--- config.mk ---
export PLATFORM = sky130hd
export DESIGN_NAME = rabin_karp_fingerprint_unit
export DESIGN_NICKNAME = d
export VERILOG_FILES = /design/src/rkf_pkg.sv /design/src/rabin_karp_fingerprint_unit.sv /design/src/rkf_regs.sv /design/src/rkf_mulmod.sv /design/src/rkf_dp.sv /design/src/rkf_ctrl.sv
export SDC_FILE = /design/constraint.sdc
export NUM_CORES = 2
export LEC_CHECK = 0
export BUFFER_PORTS_ARGS = -buffer_cell sky130_fd_sc_hd__buf_4
export CORE_UTILIZATION = 50
export DETAILED_ROUTE_END_ITERATION = 6
export PLACE_DENSITY = 0.67
export SYNTH_ARGS = -nofsm -noshare
export SYNTH_HDL_FRONTEND = slang
export SYNTH_SLANG_ARGS = --single-unit
--- constraint.sdc ---
create_clock -name clk -period 42.5 [get_ports clk]
set_clock_uncertainty 0.15 [all_clocks]
set_input_delay 4.25 -clock clk [delete_from_list [all_inputs] [get_ports clk]]
set_output_delay 4.25 -clock clk [all_outputs]
set_load 0.005 [all_outputs]
--- src/rkf_pkg.sv ---
// Package: item types, command/status structs and register map of the fingerprint unit.
`default_nettype none

package rkf_pkg;

	// Input item
	typedef struct packed {
		logic [7:0] byte_value;
		logic       start_new;
		logic       last_byte;
	} item_t;

	// Result item
	typedef struct packed {
		logic [31:0] fingerprint_value;
		logic [31:0] power_value;
		logic [31:0] inverse_power_value;
		logic [31:0] sequence_length;
	} result_t;

	// Controller to datapath commands
	typedef struct packed {
		logic item_load;   // latch item and load units for an update
		logic prep_load;   // load units to reduce base and base inverse
		logic prep;        // units run in reduction mode
		logic step;        // advance all units by one multiplier bit
		logic prep_store;  // capture reduced base and base inverse
		logic commit;      // write back state, load result if last
	} cmd_t;

	// Datapath to controller status
	typedef struct packed {
		logic last;
	} status_t;

	// Register map
	localparam int PADDR_W = 4;
	localparam int CFG_W   = 32;
	localparam int COUNT_W = 32;

	localparam logic [1:0] REG_MODULUS      = 2'd0;
	localparam logic [1:0] REG_BASE         = 2'd1;
	localparam logic [1:0] REG_BASE_INVERSE = 2'd2;

	localparam logic [CFG_W-1:0] MODULUS_RST      = 32'd2147483647;
	localparam logic [CFG_W-1:0] BASE_RST         = 32'd256;
	localparam logic [CFG_W-1:0] BASE_INVERSE_RST = 32'd8388608;

	localparam logic [COUNT_W-1:0] COUNT_MAX = '1;

endpackage

`default_nettype wire

--- src/rabin_karp_fingerprint_unit.sv ---
// Top level of the Karp-Rabin fingerprint unit.
// Usage:
//   item channel   : one byte per item with start_new and last_byte flags.
//   result channel : fingerprint, r^n, r^-n and length, one per last_byte item.
//   config port    : APB-style; modulus at 0x0, base at 0x4, base_inverse at 0x8.
// Items: one item at a time; the next item is taken only after the current one is done,
//   paced by the four bit-serial modular multipliers that take one bit per cycle.
// Result: result_valid rises when the update of a last_byte item commits.
// Reset: state returns to fingerprint 0, powers 1, length 0; registers to their
//   defaults. After reset and after every register write the block reduces
//   base and base_inverse modulo the modulus, which holds item_ready low until
//   the reduction pass is over.
// Stall: the result register holds one result while the next item is taken and
//   worked on; a second last_byte item waits in its final cycle until the
//   pending result is taken.
// Widths above 32 behave as 32, since registers and state are 32 bits.
`default_nettype none

module rabin_karp_fingerprint_unit #(
	parameter int FIELD_WIDTH = 32
) (
	input  wire logic                        clk,
	input  wire logic                        arst_n,
	input  wire logic                        item_valid,
	output logic                             item_ready,
	input  wire rkf_pkg::item_t              item,
	output logic                             result_valid,
	input  wire logic                        result_ready,
	output rkf_pkg::result_t                 result,
	input  wire logic                        psel,
	input  wire logic                        penable,
	input  wire logic                        pwrite,
	input  wire logic [rkf_pkg::PADDR_W-1:0] paddr,
	input  wire logic [rkf_pkg::CFG_W-1:0]   pwdata,
	output logic      [rkf_pkg::CFG_W-1:0]   prdata,
	output logic                             pready
);
	import rkf_pkg::*;

	localparam int DW = (FIELD_WIDTH < 32) ? FIELD_WIDTH : 32;

	cmd_t             cmd;
	status_t          status;
	logic             cfg_wr;
	logic [CFG_W-1:0] modulus;
	logic [CFG_W-1:0] base;
	logic [CFG_W-1:0] base_inverse;

	assign pready = 1'b1;

	// Configuration registers
	rkf_regs u_regs (
		.clk(clk), .arst_n(arst_n),
		.psel(psel), .penable(penable), .pwrite(pwrite),
		.paddr(paddr), .pwdata(pwdata), .prdata(prdata),
		.cfg_wr(cfg_wr), .modulus(modulus), .base(base), .base_inverse(base_inverse)
	);

	// Sequencer
	rkf_ctrl #(.DW(DW)) u_ctrl (
		.clk(clk), .arst_n(arst_n),
		.item_valid(item_valid), .item_ready(item_ready),
		.result_valid(result_valid), .result_ready(result_ready),
		.cfg_wr(cfg_wr), .status(status), .cmd(cmd)
	);

	// Arithmetic and state
	rkf_dp #(.DW(DW)) u_dp (
		.clk(clk), .arst_n(arst_n),
		.cmd(cmd), .status(status), .item(item),
		.modulus(modulus), .base(base), .base_inverse(base_inverse),
		.result(result)
	);

endmodule

`default_nettype wire

--- src/rkf_regs.sv ---
// Configuration register file with APB-style access.
`default_nettype none

module rkf_regs (
	input  wire logic                       clk,
	input  wire logic                       arst_n,
	input  wire logic                       psel,
	input  wire logic                       penable,
	input  wire logic                       pwrite,
	input  wire logic [rkf_pkg::PADDR_W-1:0] paddr,
	input  wire logic [rkf_pkg::CFG_W-1:0]   pwdata,
	output logic      [rkf_pkg::CFG_W-1:0]   prdata,
	output logic                            cfg_wr,
	output logic      [rkf_pkg::CFG_W-1:0]   modulus,
	output logic      [rkf_pkg::CFG_W-1:0]   base,
	output logic      [rkf_pkg::CFG_W-1:0]   base_inverse
);
	import rkf_pkg::*;

	logic [1:0]       idx;
	logic [CFG_W-1:0] modulus_q;
	logic [CFG_W-1:0] base_q;
	logic [CFG_W-1:0] base_inverse_q;

	assign idx    = paddr[3:2];
	assign cfg_wr = psel & penable & pwrite;

	// Write on the access phase
	always_ff @(posedge clk or negedge arst_n) begin
		if (!arst_n) begin
			modulus_q      <= MODULUS_RST;
			base_q         <= BASE_RST;
			base_inverse_q <= BASE_INVERSE_RST;
		end else if (cfg_wr) begin
			unique case (idx)
				REG_MODULUS:      modulus_q      <= pwdata;
				REG_BASE:         base_q         <= pwdata;
				REG_BASE_INVERSE: base_inverse_q <= pwdata;
				default: ;
			endcase
		end
	end

	// Read mux
	always_comb begin
		unique case (idx)
			REG_MODULUS:      prdata = modulus_q;
			REG_BASE:         prdata = base_q;
			REG_BASE_INVERSE: prdata = base_inverse_q;
			default:          prdata = '0;
		endcase
	end

	assign modulus      = modulus_q;
	assign base         = base_q;
	assign base_inverse = base_inverse_q;

endmodule

`default_nettype wire

--- src/rkf_mulmod.sv ---
// Bit-serial modular multiplier: one multiplier bit per cycle while step is high, MSB first.
`default_nettype none

module rkf_mulmod #(
	parameter int W = 32
) (
	input  wire logic         clk,
	input  wire logic         load,
	input  wire logic         step,
	input  wire logic [W-1:0] mult,
	input  wire logic [W-1:0] a,
	input  wire logic [W-1:0] m,
	output logic      [W-1:0] acc
);
	logic [W-1:0] acc_q;
	logic [W-1:0] mult_q;
	logic [W+1:0] sum;
	logic [W+1:0] m1;
	logic [W+1:0] m2;
	logic [W-1:0] acc_nxt;

	// Double and add; the sum stays below three times the modulus
	always_comb begin
		m1  = {2'b00, m};
		m2  = {1'b0, m, 1'b0};
		sum = {1'b0, acc_q, 1'b0} + (mult_q[W-1] ? {2'b00, a} : '0);
		if (sum >= m2) begin
			acc_nxt = W'(sum - m2);
		end else if (sum >= m1) begin
			acc_nxt = W'(sum - m1);
		end else begin
			acc_nxt = W'(sum);
		end
	end

	// Clear on load, advance one bit per step
	always_ff @(posedge clk) begin
		if (load) begin
			acc_q  <= '0;
			mult_q <= mult;
		end else if (step) begin
			acc_q  <= acc_nxt;
			mult_q <= mult_q << 1;
		end
	end

	assign acc = acc_q;

endmodule

`default_nettype wire

--- src/rkf_dp.sv ---
// Datapath: running state, four modular multipliers and the result register.
`default_nettype none

module rkf_dp #(
	parameter int DW = 32
) (
	input  wire logic                     clk,
	input  wire logic                     arst_n,
	input  wire rkf_pkg::cmd_t            cmd,
	output rkf_pkg::status_t              status,
	input  wire rkf_pkg::item_t           item,
	input  wire logic [rkf_pkg::CFG_W-1:0] modulus,
	input  wire logic [rkf_pkg::CFG_W-1:0] base,
	input  wire logic [rkf_pkg::CFG_W-1:0] base_inverse,
	output rkf_pkg::result_t              result
);
	import rkf_pkg::*;

	logic [DW-1:0]      m;
	logic               m_small;
	logic [DW-1:0]      one;

	logic [DW-1:0]      fp_q;
	logic [DW-1:0]      pw_q;
	logic [DW-1:0]      ipw_q;
	logic [COUNT_W-1:0] count_q;

	logic [DW-1:0]      r_red_q;
	logic [DW-1:0]      ri_red_q;
	logic [DW-1:0]      b_red_q;
	logic               start_q;
	logic               last_q;

	logic [DW-1:0]      mult0, mult1, mult2, mult3;
	logic [DW-1:0]      a2, a3;
	logic               load;
	logic [DW-1:0]      acc0, acc1, acc2, acc3;

	logic [DW:0]        fp_sum;
	logic [DW-1:0]      fp_nxt;
	logic [DW-1:0]      pw_nxt;
	logic [DW-1:0]      ipw_nxt;
	logic [COUNT_W-1:0] count_nxt;
	result_t            result_q;

	// Byte modulo m; only small moduli need the eight-step reduction
	function automatic logic [DW-1:0] byte_mod(input logic [7:0] b, input logic [DW-1:0] md);
		logic [8:0] rem;
		logic [8:0] m9;
		rem = '0;
		m9  = 9'(md);
		if (md > DW'(255)) begin
			return DW'(b);
		end
		for (int i = 7; i >= 0; i--) begin
			rem = {rem[7:0], b[i]};
			if (rem >= m9) begin
				rem = rem - m9;
			end
		end
		return DW'(rem);
	endfunction

	assign m       = modulus[DW-1:0];
	assign m_small = (m < DW'(2));
	assign one     = DW'(1);

	// Select unit operands: reduction of base terms, or the item update
	always_comb begin
		load  = cmd.item_load | cmd.prep_load;
		mult0 = item.start_new ? '0 : fp_q;
		mult1 = item.start_new ? one : pw_q;
		mult2 = cmd.prep_load ? base[DW-1:0] : mult1;
		mult3 = cmd.prep_load ? base_inverse[DW-1:0] : (item.start_new ? one : ipw_q);
		a2    = cmd.prep ? one : r_red_q;
		a3    = cmd.prep ? one : ri_red_q;
	end

	// Unit 0 reduces the stored fingerprint
	rkf_mulmod #(.W(DW)) u_fp (
		.clk(clk), .load(load), .step(cmd.step),
		.mult(mult0), .a(one), .m(m), .acc(acc0)
	);

	// Unit 1 forms byte times power
	rkf_mulmod #(.W(DW)) u_term (
		.clk(clk), .load(load), .step(cmd.step),
		.mult(mult1), .a(b_red_q), .m(m), .acc(acc1)
	);

	// Unit 2 advances the power, or reduces the base
	rkf_mulmod #(.W(DW)) u_pw (
		.clk(clk), .load(load), .step(cmd.step),
		.mult(mult2), .a(a2), .m(m), .acc(acc2)
	);

	// Unit 3 advances the inverse power, or reduces the base inverse
	rkf_mulmod #(.W(DW)) u_ipw (
		.clk(clk), .load(load), .step(cmd.step),
		.mult(mult3), .a(a3), .m(m), .acc(acc3)
	);

	// Latch item fields and reduced base terms
	always_ff @(posedge clk) begin
		if (cmd.item_load) begin
			b_red_q <= byte_mod(item.byte_value, m);
			start_q <= item.start_new;
			last_q  <= item.last_byte;
		end
		if (cmd.prep_store) begin
			r_red_q  <= acc2;
			ri_red_q <= acc3;
		end
	end

	// Next state at the end of an update
	always_comb begin
		fp_sum = {1'b0, acc0} + {1'b0, acc1};
		if (fp_sum >= {1'b0, m}) begin
			fp_sum = fp_sum - {1'b0, m};
		end
		fp_nxt  = m_small ? '0 : fp_sum[DW-1:0];
		pw_nxt  = m_small ? '0 : acc2;
		ipw_nxt = m_small ? '0 : acc3;
		if (start_q) begin
			count_nxt = COUNT_W'(1);
		end else if (count_q == COUNT_MAX) begin
			count_nxt = count_q;
		end else begin
			count_nxt = count_q + COUNT_W'(1);
		end
	end

	// Running state
	always_ff @(posedge clk or negedge arst_n) begin
		if (!arst_n) begin
			fp_q    <= '0;
			pw_q    <= DW'(1);
			ipw_q   <= DW'(1);
			count_q <= '0;
		end else if (cmd.commit) begin
			fp_q    <= fp_nxt;
			pw_q    <= pw_nxt;
			ipw_q   <= ipw_nxt;
			count_q <= count_nxt;
		end
	end

	// Result register
	always_ff @(posedge clk) begin
		if (cmd.commit && last_q) begin
			result_q.fingerprint_value   <= 32'(fp_nxt);
			result_q.power_value         <= 32'(pw_nxt);
			result_q.inverse_power_value <= 32'(ipw_nxt);
			result_q.sequence_length     <= count_nxt;
		end
	end

	assign result      = result_q;
	assign status.last = last_q;

endmodule

`default_nettype wire

--- src/rkf_ctrl.sv ---
// Controller: sequences base reduction passes and item updates, owns the handshakes.
`default_nettype none

module rkf_ctrl #(
	parameter int DW = 32
) (
	input  wire logic             clk,
	input  wire logic             arst_n,
	input  wire logic             item_valid,
	output logic                  item_ready,
	output logic                  result_valid,
	input  wire logic             result_ready,
	input  wire logic             cfg_wr,
	input  wire rkf_pkg::status_t status,
	output rkf_pkg::cmd_t         cmd
);
	import rkf_pkg::*;

	localparam int CW = $clog2(DW);

	typedef enum logic [4:0] {
		S_IDLE     = 5'b00001,
		S_PREP     = 5'b00010,
		S_PREP_END = 5'b00100,
		S_RUN      = 5'b01000,
		S_DONE     = 5'b10000
	} state_t;

	state_t        state_q, state_nxt;
	logic [CW-1:0] cnt_q;
	logic          cnt_last;
	logic          dirty_q;
	logic          out_valid_q;
	logic          hold_done;

	assign cnt_last  = (cnt_q == CW'(DW - 1));
	assign hold_done = status.last & out_valid_q & ~result_ready;

	// Next state and commands
	always_comb begin
		state_nxt      = state_q;
		item_ready     = 1'b0;
		cmd            = '0;
		unique case (state_q)
			S_IDLE: begin
				item_ready = ~dirty_q;
				if (dirty_q) begin
					cmd.prep_load = 1'b1;
					state_nxt     = S_PREP;
				end else if (item_valid) begin
					cmd.item_load = 1'b1;
					state_nxt     = S_RUN;
				end
			end
			S_PREP: begin
				cmd.prep = 1'b1;
				cmd.step = 1'b1;
				if (cnt_last) begin
					state_nxt = S_PREP_END;
				end
			end
			S_PREP_END: begin
				cmd.prep_store = 1'b1;
				state_nxt      = S_IDLE;
			end
			S_RUN: begin
				cmd.step = 1'b1;
				if (cnt_last) begin
					state_nxt = S_DONE;
				end
			end
			S_DONE: begin
				if (!hold_done) begin
					cmd.commit = 1'b1;
					state_nxt  = S_IDLE;
				end
			end
			default: state_nxt = S_IDLE;
		endcase
	end

	// State, bit counter, stale-base flag and result valid
	always_ff @(posedge clk or negedge arst_n) begin
		if (!arst_n) begin
			state_q     <= S_IDLE;
			cnt_q       <= '0;
			dirty_q     <= 1'b1;
			out_valid_q <= 1'b0;
		end else begin
			state_q <= state_nxt;
			if (cmd.step) begin
				cnt_q <= cnt_q + CW'(1);
			end else begin
				cnt_q <= '0;
			end
			if (cfg_wr) begin
				dirty_q <= 1'b1;
			end else if (cmd.prep_load) begin
				dirty_q <= 1'b0;
			end
			if (cmd.commit && status.last) begin
				out_valid_q <= 1'b1;
			end else if (result_ready) begin
				out_valid_q <= 1'b0;
			end
		end
	end

	assign result_valid = out_valid_q;

endmodule

`default_nettype wire

# After elaboration in Yosys (flattened, before gate mapping)
# Cells that the tools add are included.
totals:
  regBits: 695
  out_inout_bits: 163
op_classes:
  n_addsub: 24
  n_lt_le_gt_ge: 19
  eq_ne: 13
  mux: 81
  bitwise: 7
  reduce_logical: 10
op_table:
  columns: ["cell", "count"]
  rows:
  - ["$mux 32", 31]
  - ["$sub 32x32->32", 9]
  - ["$mux 8", 21]
  - ["$ge 34x32->1", 4]
  - ["$ge 34x33->1", 4]
  - ["$pmux 32 s3", 1]
  - ["$add 33x32->34", 2]
  - ["$ge 9x9->1", 7]
  - ["$sub 8x8->8", 6]
  - ["$mux 9", 4]
  - ["$add 33x1->34", 1]
  - ["$add 33x9->34", 1]
  - ["$add 32x32->33", 1]
  - ["$ge 33x32->1", 1]
  - ["$add 32x1->32 const B", 1]
  - ["$eq 32x32->1 const B", 1]
  - ["$gt 32x8->1 const B", 1]
  - ["$lt 32x2->1 const B", 1]
  - ["$mux 5", 6]
  - ["$pmux 5 s4", 1]
  - ["$mux 1", 16]
  - ["$eq 5x5->1 const B", 2]
  - ["$ge 1x9->1", 1]
  - ["$sub 9x9->9", 1]
  - ["other kinds (21)", 30]

# Longest topological paths before layout
depth:
  word_depth: 33
  ltp_mapped: 73

# Cells and area by module
# From an unflattened synthesis, not the netlist that was laid out.
hier_totals:
  hier_cells: 6530
  area_unflattened_um2: 59117.9
by_module_without_submodules:
  columns: ["mod", "n_inst", "cells_each", "area_each_um2", "seq_area_each_um2"]
  rows:
  - ["rkf_mulmod (u_dp.u_fp ...)", 3, 1041, 8331.7, 1601.5]
  - ["rkf_dp", 1, 1996, 20798.7, 9301.4]
  - ["rkf_mulmod (u_dp.u_term)", 1, 1033, 8301.7, 1601.5]
  - ["rkf_regs", 1, 315, 4406.7, 2443.6]
  - ["rkf_ctrl", 1, 61, 604.3, 302.8]
  - ["rabin_karp_fingerprint_unit", 1, 2, 11.3, 0.0]

# Least setup slack after synthesis
# No wires, ideal clock.
synth_timing:
  path_kind: "input -> register"
  start: "input port item[9] (netlist name)"
  end: "register u_dp.b_red_q[3], data pin"
  setup_ns: 0.261
  arrival_ns: 17.969
  t_required_ns: 42.089
  path_slack_ns: 24.120
  path_stages: 69
  cell_sequence: "inv_1 > ha_1 > inv_1 > a21o_1 > nand2_1 > inv_1 > ha_1 > nor2b_1 > o21ai_0 > a21oi_1 > o21ai_2 > a31oi_4 > nor2_4 > buf_4 > nor2_1 > a21o_1 > ha_1 > nor2b_1 > [33 not listed] > nor2b_1 > o21ai_0 > a21boi_0 > o21a_1 > o21ai_0 > nand2b_1 > a211o_1 > clkbuf_1 > a21oi_1 > ha_1 > a21oi_1 > o21ai_0 > a21o_1 > a21oi_1 > o21bai_1 > a311oi_1 > nor3_1 > a221o_1"
synth_via:
  elab_chain_len: 31
synth_lines:
  columns: ["element", "line_no", "rtl"]
  rows:
  - ["start: declaration", "rabin_karp_fingerprint_unit.sv:26", "input wire rkf_pkg::item_t item,"]
  - ["$sub 1x8->8 or $ge 1x9->1 (tied branches)", "rkf_dp.sv:58, rkf_dp.sv:57", null]
  - ["$mux 8 (*)", "rkf_dp.sv:57", "if (rem >= m9) begin"]
  - ["$mux 8 (*)", "rkf_dp.sv:55", "for (int i = 7; i >= 0; i--) begin"]
  - ["$mux 8 (*)", "rkf_dp.sv:105", "if (cmd.item_load) begin"]
  - ["$sub 8x8->8 or $ge 9x9->1 (tied branches)", "rkf_dp.sv:58, rkf_dp.sv:57", null]
  - ["$mux 8 (*)", "rkf_dp.sv:57", null]
  - ["$mux 8 (*)", "rkf_dp.sv:55", null]
  - ["$mux 8 (*)", "rkf_dp.sv:105", null]
  - ["[15 not listed]", null, null]
  - ["$mux 8 (*)", "rkf_dp.sv:105", null]
  - ["$ge 9x9->1 or $sub 8x8->8 (tied branches)", "rkf_dp.sv:57, rkf_dp.sv:58", null]
  - ["$mux 8 (*)", "rkf_dp.sv:57", null]
  - ["$mux 8 (*)", "rkf_dp.sv:55", null]
  - ["$mux 8 (*)", "rkf_dp.sv:105", null]
  - ["$sub 9x9->9 or $ge 9x9->1 (tied branches)", "rkf_dp.sv:58, rkf_dp.sv:57", null]
  - ["$mux 9 (*)", "rkf_dp.sv:57", null]
  - ["$mux 9 (*)", "rkf_dp.sv:55", null]
  - ["end signal: assignment", "rkf_dp.sv:106", "b_red_q <= byte_mod(item.byte_value, m);"]
  - ["end: declaration", "rkf_dp.sv:30", "logic [DW-1:0] b_red_q;"]
# Every way passes the cells marked *; elsewhere a longest branch is shown, timed or not. The select of a mux whose other input is x is not followed.
# A chain may end at the register's enable or synchronous reset.

# Worst setup path after layout
layout_timing:
  start: "input port item[9] (netlist name)"
  end: "register u_dp.b_red_q[4], data pin"
# The elaborated chain is that of the path after synthesis.

==> out/results.ini <==
[outcome]
run_status = finished clean

[clock_network]
ctsLongestPathBuffers = 3
ctsResizeCount = 0
clock_sinks = 695
clk_pin_slew_worst_paths_ns = 0.06
cts_setup_buffers = 0
cts_buffers = 80
cts_root_buffer = clkbuf_16
clkLatencyLatePin_ns = 0.68
cts_tree = yes
holdBufCountCts = 0
htree_levels = 3

[cells_and_area]
area_delta_synth_final_pct = 10.7
layout-drive-gt1-share = 0.113
largest_reg_flops = 128
num-nets-final = 6542
fillers = 9529

[yosys]
netlist_instances = 5895
yosysMostFrequentCell = nand2_1
synth_edf_count = 331
synth-simple-area-share = 0.169
synth_top_area_share = 0.188
synth_cell_type_count = 95
yosysWarnings = 0
synthFlopType = edfxtp_1
yosysTopAreaCell = edfxtp_1
synth.cell_area_sq_um = 53000
syn_avg_cell_area_sq_um = 8.99
synth_nets = 6425
synth_fa_ha_area_frac = 0.115
async_flop_share = 0.340
synthMuxAreaShare = 0.0580
synth-compound-area-share = 0.211
yosys-top-cells-area = edfxtp_1 19%, ha_1 11%, dfrtp_1 9.4%, dfxtp_1 4.8%, a21oi_1 4.7%
yosys-top-cells-count = 601 x nand2_1, 502 x a21oi_1, 478 x o21ai_0
synth_seq_area_share = 0.348
synth_top_family_by_area = compound AO/OA/AOI/OAI gates
yosys.area_share.xor_xnor = 0.0684
ys_ff_latch = 695

[power_and_ir_drop]
total_power_mw = 5.53
p_switching_mw = 2.74
p_clk_frac = 0.128
peakVddDrop_mv = 0.0788
switching_share = 0.495
pwr-share-seq = 0.190
intPower_mw = 2.79
power_density_nw_per_um2 = 94.2
combPwrFrac = 0.682
power.leakage_nw = 25.7

[grt]
grt_overflow = 0
gr-usage-met3 = 0.0461
busiest_layer = met2
grt_usage = 0.310
grt_use_met1 = 0.431
grt_max_degree = 191
use_met2 = 0.484
first_global_vias = 42600
grt_pass1_wl_um = 258000
antenna_found_initial = 4

[run]
cap_violations = 0

[routing]
final_antenna_net_count = 0
vias = 46400
drt-total-wl_um = 171000
first_pass_iters = 6
drt-initial-drc-count = 4197
wl_per_cell_um = 23.0
drc = 0
via_per_inst = 6.20

[floorplanning]
core_area_sq_um = 105000
initial_utilization = 0.504
num_io_pins = 216
die_h_um = 328
num_rows = 119
die_x_um = 328
die_area_sq_um = 107000

[sta]
slew_headroom = 0.118
fmax_mhz = 52.6
rsz0062_at_grt = no
slew_violations = 0
finalHoldViolations = 0
fin_crit_sh = 0.448
layout_min_cycle_time_ns = 19.02
timing.final.ws_setup_ns = 23.48
finalSetupViolCount = 0
tns_ns = 0
worstMarginPinSlew_ns = 1.31

[worst_setup_path]
worst_path_largest_cell_delay_ns = 1.11
critical_path_arrival_ns = 19.28
cp-end-kind = flop
critPathMaxFanout = 16
crit_top_cell = ha_1
rr_worst_depth = 70
critPathKind = primary input to flop
critPathLaunchType = primary input
worstPathRequired_ns = 42.76
slowest_stage = a311oi_1

[placement]
gp_congestion = 0.973
place_ws_ns = 23.05
port-buffer-count = 212
hpwl_um = 124000

[worst_hold_path]
whs_path_depth = 0
holdCritPathClass = flop to flop

[worst max-delay path: cells and delay by family]
kind	cells	cell delay, ns
AOI/OAI and AO/OA	34	8.01
muxes	4	1.60
and+or+nand+nor	15	2.01
buffers and inverters	11	1.37
adders and majority gates	8	2.00
[kinds of logic after synthesis]
kind of cell | Yosys count
xor gates and xnor gates | 414
AOI/OAI and AO/OA | 1773
and+or+nand+nor | 1846
other | 1
buffers and inverters | 404
muxes | 285
adders and majority gates | 477
DFF | 695
[layout make-up]
type                            count  area [sq um]  share of cell area
Multi-Input combinational cell   4796         33100               0.564
Sequential cell                   695         18500               0.314
Clock buffer                      116          2290              0.0390
Timing Repair Buffer              283          2160              0.0368
Tap cell                         1391          1740              0.0297
Inverter                          156           591              0.0101
Clock inverter                     34           368             0.00627
Antenna cell                        1          2.50           0.0000426
[per-stage QoR]
stage | hold slack [ns] | area [sq um] | instances | utilization
after floorplan | 0.283 | 53000 | 5895 | -
after global placement | 0.297 | 56000 | 7321 | 0.533
after detailed placement | 0.303 | 56000 | 7321 | 0.533
after CTS | 0.316 | 58700 | 7471 | 0.558
after global routing | 0.330 | 58700 | 7471 | 0.558
final | 0.317 | 58700 | 7472 | 0.558
[per-layer routing]
metal  up-vias  wire, um  share of wire
met5         -         9       0.000052
met4         2      6820          0.040
met3       298     13000          0.076
met2      1723     76000           0.44
met1     22400     75600           0.44
li1      22000         -              -
[path summary, 6_finish.rpt]
check,to,slack [ns],from
min in group asynchronous,u_regs.base[17]$_DFFE_PN0P_,3.46,arst_n
max in group asynchronous,u_dp.fp_q[22]$_DFFE_PN0P_,36.50,arst_n
worst min-delay path,u_dp.ri_red_q[26]$_DFFE_PN_,0.32,u_dp.u_ipw.acc[26]$_SDFFE_PN0N_
worst max register to register,u_dp.b_red_q[4]$_DFFE_PP_,26.06,u_regs.modulus[1]$_DFFE_PN1P_
worst max-delay path,u_dp.b_red_q[4]$_DFFE_PP_,23.48,item[9]
worst min register to register,u_dp.ri_red_q[26]$_DFFE_PN_,0.32,u_dp.u_ipw.acc[26]$_SDFFE_PN0N_
[cell usage in the layout, fill, tap and decap left out, types with 23 or more instances in the layout]
cell	count
nand2_1	600
xnor2_1	275
dfxtp_1	128
ha_1	457
inv_1	154
nand2b_1	91
clkbuf_1	23
a22o_1	54
nor4_1	25
nor2b_1	60
dfstp_2	37
a31oi_1	50
nand4_1	84
edfxtp_1	331
a21o_1	186
o21bai_1	48
o211ai_1	44
o21ai_0	478
or3_1	32
o21a_1	62
and3_1	110
a21oi_1	502
dfrtp_1	199
nand3_1	94
buf_4	280
nor3_1	72
nand3b_1	40
o31ai_1	47
nor3b_1	40
or2_2	23
and2_1	111
a211oi_1	66
clkbuf_16	82
nor2_1	419
xor2_1	139
mux2i_1	118
mux2_2	163
[power groups by stage]
stage / clock network [mW] / logic (mW) / registers [mW]
final: 0.705 / 3.77 / 1.05
after global routing: 0.737 / 4.12 / 1.06
after CTS: 0.715 / 3.70 / 1.05
after detailed placement: 0 / 3.67 / 1.06
after global placement: 0 / 3.64 / 1.06
after floorplan: 0 / 2.80 / 1.01
Power figures use the tool's default switching activity.
